--- config.mk ---
export PLATFORM = sky130hd
export DESIGN_NAME = lcg48_skip_ahead_generator_unit
export DESIGN_NICKNAME = d
export VERILOG_FILES = /design/src/sv/lcg48_pkg.sv /design/src/sv/lcg48_mac.sv /design/src/sv/lcg48_skip_ahead_generator_unit.sv
export SDC_FILE = /design/constraint.sdc
export NUM_CORES = 2
export LEC_CHECK = 0
export BUFFER_PORTS_ARGS = -buffer_cell sky130_fd_sc_hd__buf_2
export CAP_MARGIN = 25
export CORE_AREA = 2 2 439 441
export CTS_BUF_LIST = sky130_fd_sc_hd__clkbuf_16
export DETAILED_ROUTE_END_ITERATION = 12
export DIE_AREA = 0 0 441 443
export GPL_TIMING_DRIVEN = 0
export SYNTH_ARGS = -nofsm -noshare
export SYNTH_HDL_FRONTEND = slang
export SYNTH_SLANG_ARGS = --single-unit
--- constraint.sdc ---
create_clock -name clk_i -period 12 [get_ports clk_i]
set_input_delay 1.8 -clock clk_i [delete_from_list [all_inputs] [get_ports clk_i]]
set_output_delay 1.8 -clock clk_i [all_outputs]
set_load 0.02 [all_outputs]
--- src/sv/lcg48_pkg.sv ---
package lcg48_pkg;

  // Widths of the generator state and of the item fields.
  localparam int StateW  = 48;
  localparam int ModeW   = 2;
  localparam int LowW    = 32;
  localparam int SpanW   = 31;
  localparam int RangedW = 33;

  // Default digit width of the shared multiplier (bits of operand b per cycle).
  localparam int MulChunkW = 16;

  // Generator constants: multiplier 5^19, increment 1, stream stride.
  localparam logic [StateW-1:0] LcgMult    = 48'd19073486328125;
  localparam logic [StateW-1:0] LcgInc     = 48'd1;
  localparam logic [StateW-1:0] SeedStride = 48'd152917;
  localparam logic [StateW-1:0] ResetSeed  = 48'd1;
  localparam logic [StateW-1:0] ResetState = 48'd1;

  // Item modes.
  localparam logic [ModeW-1:0] ModeNext = 2'd0;
  localparam logic [ModeW-1:0] ModeSkip = 2'd1;
  localparam logic [ModeW-1:0] ModeSeed = 2'd2;

  // Request to the shared multiply-accumulate unit: a * b + addend.
  typedef struct packed {
    logic              start;
    logic [StateW-1:0] a;
    logic [StateW-1:0] b;
    logic [StateW-1:0] addend;
  } mac_req_t;

endpackage

--- src/sv/lcg48_mac.sv ---
// Multi-cycle multiply-accumulate: computes a * b + addend at full precision,
// taking ChunkW bits of b per cycle, least significant digit first.
module lcg48_mac #(
  parameter int ChunkW = lcg48_pkg::MulChunkW
) (
  input  logic                        clk_i,
  input  logic                        rst_ni,
  input  lcg48_pkg::mac_req_t         req_i,
  output logic                        done_o,
  output logic [lcg48_pkg::StateW-1:0] lo_o,
  output logic [lcg48_pkg::SpanW-1:0]  hi_o
);

  localparam int W     = lcg48_pkg::StateW;
  localparam int Steps = (W + ChunkW - 1) / ChunkW;
  localparam int BPadW = Steps * ChunkW;
  localparam int SumW  = W + ChunkW + 1;
  localparam int HiW   = SumW - ChunkW;
  localparam int PW    = HiW + BPadW;
  localparam int CntW  = (Steps > 1) ? $clog2(Steps) : 1;

  logic             busy_q, done_q;
  logic [CntW-1:0]  cnt_q;
  logic [W-1:0]     a_q;
  logic [BPadW-1:0] b_q;
  logic [HiW-1:0]   hi_q;
  logic [BPadW-1:0] lo_q;

  logic [W+ChunkW-1:0] pp;
  logic [SumW-1:0]     sum;
  logic [PW-1:0]       prod;

  // One partial product per cycle, added to the running upper part.
  assign pp   = {{ChunkW{1'b0}}, a_q} * {{W{1'b0}}, b_q[ChunkW-1:0]};
  assign sum  = {1'b0, pp} + {{(SumW-HiW){1'b0}}, hi_q};
  assign prod = {hi_q, lo_q};

  // Sequencing of the digit steps.
  always_ff @(posedge clk_i or negedge rst_ni) begin
    if (!rst_ni) begin
      busy_q <= 1'b0;
      done_q <= 1'b0;
      cnt_q  <= '0;
    end else begin
      done_q <= 1'b0;
      if (req_i.start) begin
        busy_q <= 1'b1;
        cnt_q  <= '0;
      end else if (busy_q) begin
        cnt_q <= cnt_q + 1'b1;
        if (cnt_q == CntW'(Steps - 1)) begin
          busy_q <= 1'b0;
          done_q <= 1'b1;
        end
      end
    end
  end

  // Operand and product registers; the addend seeds the accumulation.
  always_ff @(posedge clk_i) begin
    if (req_i.start) begin
      a_q  <= req_i.a;
      b_q  <= BPadW'(req_i.b);
      hi_q <= HiW'(req_i.addend);
    end else if (busy_q) begin
      b_q  <= b_q >> ChunkW;
      hi_q <= sum[SumW-1:ChunkW];
      lo_q <= {sum[ChunkW-1:0], lo_q[BPadW-1:ChunkW]};
    end
  end

  assign done_o = done_q;
  assign lo_o   = prod[W-1:0];
  assign hi_o   = prod[W +: lcg48_pkg::SpanW];

endmodule

--- src/sv/lcg48_skip_ahead_generator_unit.sv ---
// A next word's result runs through the step multiply and the scale multiply, then waits in
// the emit state for the output register. A skip word replaces the step multiply with
// a check state and two or four multiplies per count bit up to the highest set one, then one
// more check state and the final multiply; a seed word first adds the stride multiply.
// The block takes one word at a time; the input
// reopens as the result loads, even while it waits in the output register. Reset sets both.
module lcg48_skip_ahead_generator_unit #(
  parameter int ChunkW = lcg48_pkg::MulChunkW
) (
  input  logic                                clk_i,
  input  logic                                rst_ni,
  input  logic                                cfg_valid_i,
  output logic                                cfg_ready_o,
  input  logic [lcg48_pkg::StateW-1:0]        cfg_master_seed_i,
  input  logic                                in_valid_i,
  output logic                                in_ready_o,
  input  logic [lcg48_pkg::ModeW-1:0]         mode_i,
  input  logic [lcg48_pkg::StateW-1:0]        skip_count_i,
  input  logic [lcg48_pkg::StateW-1:0]        stream_id_i,
  input  logic signed [lcg48_pkg::LowW-1:0]   low_bound_i,
  input  logic [lcg48_pkg::SpanW-1:0]         span_i,
  output logic                                out_valid_o,
  input  logic                                out_ready_i,
  output logic [lcg48_pkg::StateW-1:0]        state_value_o,
  output logic signed [lcg48_pkg::RangedW-1:0] ranged_value_o
);

  localparam int W = lcg48_pkg::StateW;

  typedef enum logic [10:0] {
    StIdle    = 11'b000_0000_0001,
    StSeedMul = 11'b000_0000_0010,
    StJmpChk  = 11'b000_0000_0100,
    StAccG    = 11'b000_0000_1000,
    StAccC    = 11'b000_0001_0000,
    StStepC   = 11'b000_0010_0000,
    StStepG   = 11'b000_0100_0000,
    StFinal   = 11'b000_1000_0000,
    StNext    = 11'b001_0000_0000,
    StScale   = 11'b010_0000_0000,
    StEmit    = 11'b100_0000_0000
  } state_e;

  state_e state_q, state_d;
  logic   issued_q, issued_d;
  logic   out_valid_q, out_valid_d;
  logic   load_out;

  logic [W-1:0] seed_q, st_q, st_d;
  logic [W-1:0] n_q, n_d, g_q, g_d, c_q, c_d, accg_q, accg_d, accc_q, accc_d;
  logic [W-1:0] base_q, base_d;
  logic [lcg48_pkg::LowW-1:0]    low_q, low_d;
  logic [lcg48_pkg::SpanW-1:0]   span_q, span_d;
  logic [W-1:0]                  state_out_q;
  logic [lcg48_pkg::RangedW-1:0] ranged_q, ranged_sum;

  lcg48_pkg::mac_req_t        mac_req;
  logic                       mac_done;
  logic [W-1:0]               mac_lo;
  logic [lcg48_pkg::SpanW-1:0] mac_hi;
  logic                       mul_state;

  lcg48_mac #(.ChunkW(ChunkW)) u_mac (
    .clk_i  (clk_i),
    .rst_ni (rst_ni),
    .req_i  (mac_req),
    .done_o (mac_done),
    .lo_o   (mac_lo),
    .hi_o   (mac_hi)
  );

  // Operand selection for the shared multiplier.
  always_comb begin
    mac_req.a      = '0;
    mac_req.b      = '0;
    mac_req.addend = '0;
    mul_state      = 1'b1;
    case (state_q)
      StSeedMul: begin
        mac_req.a = n_q;
        mac_req.b = lcg48_pkg::SeedStride;
      end
      StAccG: begin
        mac_req.a = accg_q;
        mac_req.b = g_q;
      end
      StAccC: begin
        mac_req.a      = accc_q;
        mac_req.b      = g_q;
        mac_req.addend = c_q;
      end
      StStepC: begin
        mac_req.a      = c_q;
        mac_req.b      = g_q;
        mac_req.addend = c_q;
      end
      StStepG: begin
        mac_req.a = g_q;
        mac_req.b = g_q;
      end
      StFinal: begin
        mac_req.a      = accg_q;
        mac_req.b      = base_q;
        mac_req.addend = accc_q;
      end
      StNext: begin
        mac_req.a      = st_q;
        mac_req.b      = lcg48_pkg::LcgMult;
        mac_req.addend = lcg48_pkg::LcgInc;
      end
      StScale: begin
        mac_req.a = W'(span_q);
        mac_req.b = st_q;
      end
      default: mul_state = 1'b0;
    endcase
    mac_req.start = mul_state && !issued_q;
  end

  // Ranged result: sign-extended low bound plus the scaled state.
  assign ranged_sum = {low_q[lcg48_pkg::LowW-1], low_q} + {2'b00, mac_hi};

  // Sequencer.
  always_comb begin
    state_d     = state_q;
    issued_d    = issued_q;
    st_d        = st_q;
    n_d         = n_q;
    g_d         = g_q;
    c_d         = c_q;
    accg_d      = accg_q;
    accc_d      = accc_q;
    base_d      = base_q;
    low_d       = low_q;
    span_d      = span_q;
    load_out    = 1'b0;
    out_valid_d = out_valid_q && !out_ready_i;

    if (mul_state && !issued_q) begin
      issued_d = 1'b1;
    end

    case (state_q)
      StIdle: begin
        if (in_valid_i) begin
          low_d  = low_bound_i;
          span_d = span_i;
          g_d    = lcg48_pkg::LcgMult;
          c_d    = lcg48_pkg::LcgInc;
          accg_d = W'(1);
          accc_d = '0;
          case (mode_i)
            lcg48_pkg::ModeNext: begin
              state_d = StNext;
            end
            lcg48_pkg::ModeSkip: begin
              n_d     = skip_count_i;
              base_d  = st_q;
              state_d = StJmpChk;
            end
            lcg48_pkg::ModeSeed: begin
              n_d     = stream_id_i;
              base_d  = seed_q;
              state_d = StSeedMul;
            end
            default: state_d = StScale;
          endcase
        end
      end
      StSeedMul: begin
        if (mac_done) begin
          n_d      = mac_lo;
          issued_d = 1'b0;
          state_d  = StJmpChk;
        end
      end
      StJmpChk: begin
        if (n_q == '0) begin
          state_d = StFinal;
        end else if (n_q[0]) begin
          state_d = StAccG;
        end else begin
          state_d = StStepC;
        end
      end
      StAccG: begin
        if (mac_done) begin
          accg_d   = mac_lo;
          issued_d = 1'b0;
          state_d  = StAccC;
        end
      end
      StAccC: begin
        if (mac_done) begin
          accc_d   = mac_lo;
          issued_d = 1'b0;
          state_d  = StStepC;
        end
      end
      StStepC: begin
        if (mac_done) begin
          c_d      = mac_lo;
          issued_d = 1'b0;
          state_d  = StStepG;
        end
      end
      StStepG: begin
        if (mac_done) begin
          g_d      = mac_lo;
          n_d      = n_q >> 1;
          issued_d = 1'b0;
          state_d  = StJmpChk;
        end
      end
      StFinal, StNext: begin
        if (mac_done) begin
          st_d     = mac_lo;
          issued_d = 1'b0;
          state_d  = StScale;
        end
      end
      StScale: begin
        if (mac_done) begin
          issued_d = 1'b0;
          state_d  = StEmit;
        end
      end
      StEmit: begin
        // The multiplier holds the scaled value until the output slot frees up.
        if (!out_valid_q || out_ready_i) begin
          load_out    = 1'b1;
          out_valid_d = 1'b1;
          state_d     = StIdle;
        end
      end
      default: state_d = StIdle;
    endcase
  end

  // Control and architectural state.
  always_ff @(posedge clk_i or negedge rst_ni) begin
    if (!rst_ni) begin
      state_q     <= StIdle;
      issued_q    <= 1'b0;
      out_valid_q <= 1'b0;
      st_q        <= lcg48_pkg::ResetState;
      seed_q      <= lcg48_pkg::ResetSeed;
    end else begin
      state_q     <= state_d;
      issued_q    <= issued_d;
      out_valid_q <= out_valid_d;
      st_q        <= st_d;
      if (cfg_valid_i) begin
        seed_q <= cfg_master_seed_i;
      end
    end
  end

  // Working registers of the jump and the output word.
  always_ff @(posedge clk_i) begin
    n_q    <= n_d;
    g_q    <= g_d;
    c_q    <= c_d;
    accg_q <= accg_d;
    accc_q <= accc_d;
    base_q <= base_d;
    low_q  <= low_d;
    span_q <= span_d;
    if (load_out) begin
      state_out_q <= st_q;
      ranged_q    <= ranged_sum;
    end
  end

  assign cfg_ready_o    = 1'b1;
  assign in_ready_o     = (state_q == StIdle);
  assign out_valid_o    = out_valid_q;
  assign state_value_o  = state_out_q;
  assign ranged_value_o = ranged_q;

endmodule

Yosys cells after proc, flatten, opt, wreduce, memory -nomap -nowiden:

Cells that the tools add are included.

* word-level logic and storage cells: 129
* output and inout bits: 84
* register bits: 738

* reduce and logical (&&, ||, !) cells: 29
* eq/ne operators: 25
* muxes and demuxes: 47
* bitwise operators: 1
* add/sub/neg operators: 3
* $mul: 1

Operator list (number)
* one-hot mux 96 bit (8 select lines): 1
* one-hot mux 48 bit (2 select lines): 6
* two-way mux 48 bit: 10
* one-hot mux 48 bit (3 select lines): 2
* one-hot mux 11 bit (9 select lines): 1
* two-way mux 11 bit: 8
* adder 64 x 49 -> 65 bit: 1
* multiplier 48 x 16 -> 64 bit: 1
* zero test 48 bit: 1
* adder 32 x 32 -> 33 bit: 1
* one-hot mux 10 bit (3 select lines): 1
* inequality test 2 x 1 -> 1 bit, second input constant: 8
* AND reduction 3 bit: 5
* two-way mux 1 bit: 14
* nonzero test 2 bit: 6
* == test 11 x 1 -> 1 bit, second input constant: 1
* == test 11 x 10 -> 1 bit, second input constant: 1
* == test 11 bit, second input constant: 1
* == test 11 x 2 -> 1 bit, second input constant: 1
* == test 11 x 3 -> 1 bit, second input constant: 1
* == test 11 x 4 -> 1 bit, second input constant: 1
* == test 11 x 5 -> 1 bit, second input constant: 1
* == test 11 x 6 -> 1 bit, second input constant: 1
* == test 11 x 7 -> 1 bit, second input constant: 1
* other kinds (21): 31

Longest topological paths before layout:

* depth in word-level cells: 7
* depth in mapped cells: 27
* mapped depth without buffers: 25

By module:

Synthesis repeated with hierarchy kept, for this count alone.

* cell total of the unflattened synthesis: 5379
* area total of the unflattened synthesis: 58277.1 um^2

Modules (own cells, without submodules)
* lcg48_mac: cells an instance 3466, times used 1, area an instance 32884.0 um^2
* lcg48_skip_ahead_generator_unit: cells an instance 1913, times used 1, area an instance 25393.1 um^2

Worst setup path after synthesis:

No wires, ideal clock.

* path kind: register to register
* from: register u_mac.b_q[7]
* to: register u_mac.hi_q[37], data pin
* slack: 5.191 ns
* stages on the path, launching flop included: 25
* data required time: 11.735 ns
* buffers on the path: 3
* clock period less this slack: 6.809 ns
* arrival time: 6.544 ns
* library setup time: 0.265 ns
* path through: edfxtp_1 clkbuf_1 buf_1 nand2_1 fa_1 inv_1 fa_1 fa_1 fa_1 fa_1 inv_1 fa_1 inv_1 ha_1 clkbuf_2 and3_2 nand2_1 or3_1 a2111oi_0 nor3_1 o31ai_2 a41oi_1 o31ai_1 xnor2_1 a21oi_1

* cells in the longest elaborated chain, start to end: 4

Ends and longest elaborated chain
* start: declaration: RTL line lcg48_mac.sv:25 `logic [BPadW-1:0] b_q;`
* start signal: assignment: RTL line lcg48_mac.sv:63 `b_q <= BPadW'(req_i.b);`
* start signal: assignment: RTL line lcg48_mac.sv:66 `b_q <= b_q >> ChunkW;`
* multiplier 48 x 16 -> 64 bit: RTL line lcg48_mac.sv:34 `assign pp = {{ChunkW{1'b0}}, a_q} * {{W{1'b0}}, b_q[ChunkW-1:0]};`
* adder 64 x 49 -> 65 bit: RTL line lcg48_mac.sv:35 `assign sum = {1'b0, pp} + {{(SumW-HiW){1'b0}}, hi_q};`
* two-way mux 48 bit: RTL line lcg48_mac.sv:65 `end else if (busy_q) begin`
* two-way mux 48 bit: RTL line lcg48_mac.sv:61 `if (req_i.start) begin`
* end signal: assignment: RTL line lcg48_mac.sv:64 `hi_q <= HiW'(req_i.addend);`
* end signal: assignment: RTL line lcg48_mac.sv:67 `hi_q <= sum[SumW-1:ChunkW];`
* end: declaration: RTL line lcg48_mac.sv:26 `logic [HiW-1:0] hi_q;`

No other way between the ends. The select of a mux whose other input is x is not followed.
A chain may end at the register's enable or synchronous reset.

Final worst setup path:

* from: register u_mac.b_q[3]
* to: register u_mac.hi_q[33], data pin

The elaborated chain is that of the path after synthesis.

==> results.json <==
{
  "status": "finished clean",
  "antenna_found_initial": 7,
  "yosysWarnings": 0,
  "syn_nets": 6294,
  "synthMuxAreaShare_pct": 3.72,
  "criticalPathCategory": "reg2reg",
  "yosys.area_share.simple_pct": 11.6,
  "io_pins": 298,
  "async_flop_share_pct": 15.3,
  "cts_max_level": 3,
  "clock.fmax_mhz": 105,
  "ctsResizeCount": 0,
  "first_pass_iters": 9,
  "grt_max_degree": 80,
  "core_area_sq_um": 191000,
  "reg2regPathDepth": 24,
  "synth-seq-area-share_pct": 37.9,
  "cp_data_required_time_ns": 12.38,
  "clkTransAtPathRegs_ns": 0.06,
  "clkSinkCount": 738,
  "cts_setup_buffers": 0,
  "grt_pass1_wl_microns": 303000,
  "areaGrowthSynthToFinish_pct": 13.4,
  "start_util_pct": 29.8,
  "cts_buffers": 80,
  "regMostFlops": "u_mac.hi_q",
  "worstPathArrival_ns": 9.85,
  "vias_per_cell": 5.13,
  "drtIter0Drc": 4807,
  "routedWlPerCell_microns": 25.5,
  "worst_hold_path.endpoint": "seed_q[14]",
  "dpl.hpwl_microns": 170000,
  "worstReg2RegEnd": "u_mac.hi_q[33]",
  "whs_path_depth": 1,
  "setup_viol": 0,
  "hold_start": "seed_q[14]",
  "insertion_delay_ns": 0.70,
  "finalNetCount": 6696,
  "slew_viol_final": 0,
  "synth-adder-area-share_pct": 28.3,
  "root_buffer": "clkbuf_16",
  "synth_edf_count": 624,
  "worstMarginPinSlew_ns": 1.18,
  "vias": 42100,
  "std_cell_rows": 161,
  "hp-class": "reg2reg",
  "drt_wl_total_microns": 209000,
  "synthCells": 5208,
  "hold_violations": 0,
  "crit_family": "adder cells",
  "overflow": 0,
  "ys_types": 85,
  "hold_buffers": 0,
  "timing.rr.start": "u_mac.b_q[3]",
  "cap_violations": 0,
  "grt_usage_pct": 21.4,
  "gp_congestion": 0.975,
  "rsz0062_at_grt": "no",
  "largest_register_ffs": 49,
  "io_buffers": 295,
  "route.detailed.drc": 0,
  "critPathMaxStageDelay_ns": 0.88,
  "relSlewSlack_pct": 21.2,
  "syn_area_sq_um": 57000,
  "grt_pass1_vias": 43400,
  "fin_setup_tns_ns": 0,
  "fin_crit_ns": 9.48,
  "finClkSkew_ns": 0.0446,
  "path_cells": "clkbuf_1 -> clkbuf_1 -> nand2_1 -> fa_1 -> fa_1 -> fa_1 -> fa_1 -> inv_1 -> fa_1 -> inv_1 -> fa_1 -> inv_1 -> ha_1 -> clkbuf_1 -> and4_1 -> a2111oi_0 -> a2111oi_0 -> nor3_1 -> o31ai_2 -> a41oi_1 -> o21ai_1 -> a21boi_1 -> xor2_1 -> o21ai_1",
  "worstSetupStartpointType": "register",
  "synth_seq_cells": 738,
  "synth.avg_cell_area_sq_um": 10.9,
  "die_h_microns": 443,
  "cp-end-kind": "register",
  "cts_tree": "done",
  "synth_compound_area_share_pct": 9.14,
  "die_w_microns": 441,
  "synth_ff_type": "edfxtp_1",
  "ff2ff_setup_slack_ns": 2.52,
  "cp_common_cell": "fa_1",
  "drtAntennaViolNets": 0,
  "die_area_sq_um": 195000,
  "cp_max_fo": 10,
  "min_period_over_period_pct": 79.0,
  "cp.buffers_inverters": 6,
  "cp_slowest_cell": "nor3_1",
  "yosys.area_share.xor_xnor_pct": 1.38,
  "drive_above_1_share_pct": 11.0,
  "cts.path.max_buffers": 3,
  "synth_top_family_by_area": "adder cells"
}
-- cell families (layout without fill, tap and decap cells) --
logic type | count (synthesis) | count (layout)
multiplexers | 194 | 194
other | 1 | 3
flip-flops | 738 | 738
buffers and inverters | 1202 | 1670
XOR/XNOR | 90 | 90
adder cells (fa/ha/maj) | 872 | 872
AND/OR/NAND/NOR | 1371 | 1371
AO/OA/AOI/OAI | 740 | 740
-- layout make-up --
class	count	area (sq um)
Buffer	300	1140
Multi-Input combinational cell	3268	30900
Tap cell	2526	3160
Timing Repair Buffer	320	1910
Clock buffer	81	2030
Sequential cell	738	21600
Antenna cell	2	5.00
Fill cell	19200	127000
Clock inverter	67	492
Inverter	902	3390
-- worst max path at each step --
stage / cells after the start / from / to / slack (ns)
after global routing: 24 / u_mac.b_q[3] / u_mac.hi_q[33] / 2.40
after detailed placement: 24 / u_mac.b_q[3] / u_mac.hi_q[33] / 2.79
after CTS: 24 / u_mac.b_q[3] / u_mac.hi_q[33] / 2.69
after global placement: 24 / u_mac.b_q[3] / u_mac.hi_q[33] / 2.62
final: 24 / u_mac.b_q[3] / u_mac.hi_q[33] / 2.52
after floorplan: 24 / u_mac.b_q[7] / u_mac.hi_q[37] / 5.19
-- synthesized netlist by cell type (all sizes together), types with 29 or more instances --
| cell | n | area, sq um |
|---|---|---|
| a21o | 75 | 566 |
| nand2b | 34 | 213 |
| nand3 | 44 | 220 |
| ha | 179 | 2240 |
| xnor2 | 61 | 534 |
| xor2 | 29 | 254 |
| o21ai | 121 | 609 |
| a21oi | 151 | 756 |
| inv | 902 | 3390 |
| edfxtp | 624 | 18700 |
| a221oi | 59 | 517 |
| a222oi | 64 | 641 |
| a31oi | 38 | 253 |
| mux2i | 50 | 500 |
| nand2 | 676 | 2540 |
| nor2 | 92 | 345 |
| mux2 | 144 | 1620 |
| dfrtp | 110 | 2750 |
| fa | 693 | 13900 |
| clkbuf | 282 | 1060 |
| a22oi | 130 | 976 |
| and2 | 413 | 2580 |
-- layout by cell type, fill, tap and decap left out, drive strengths merged, types with 37 or more instances in the layout --
cell type	n
nand3	44
xnor2	61
clkinv	37
a21oi	151
a31oi	38
nand2	676
mux2i	50
nor2	92
a22oi	130
dfrtp	110
a222oi	64
a21o	75
o21ai	121
clkbuf	363
mux2	144
inv	924
fa	693
buf	338
and2	413
a221oi	59
edfxtp	624
ha	179
-- metrics by stage --
stage	utilization, %	setup slack (ns)	hold slack (ns)	area (sq um)	std cells
after floorplan	-	5.19	0.475	57000	5208
after global placement	32.2	2.62	0.488	61600	8029
after detailed placement	32.5	2.79	0.492	62100	8052
after CTS	33.8	2.69	0.508	64600	8200
after global routing	33.8	2.40	0.512	64600	8202
final	33.8	2.52	0.503	64600	8204
-- routing by layer --
metal	part of all wire, %	global-route usage, %	vias to the layer above
met5	0.016	0	-
met4	6.1	11.4	6
met3	8.6	3.33	435
met2	47	34.2	2232
met1	39	27.7	21500
li1	-	-	17900
Power is left out: the tool's default activity adds up to more than one toggle a clock period on the data nets, which glitch-free logic cannot reach.
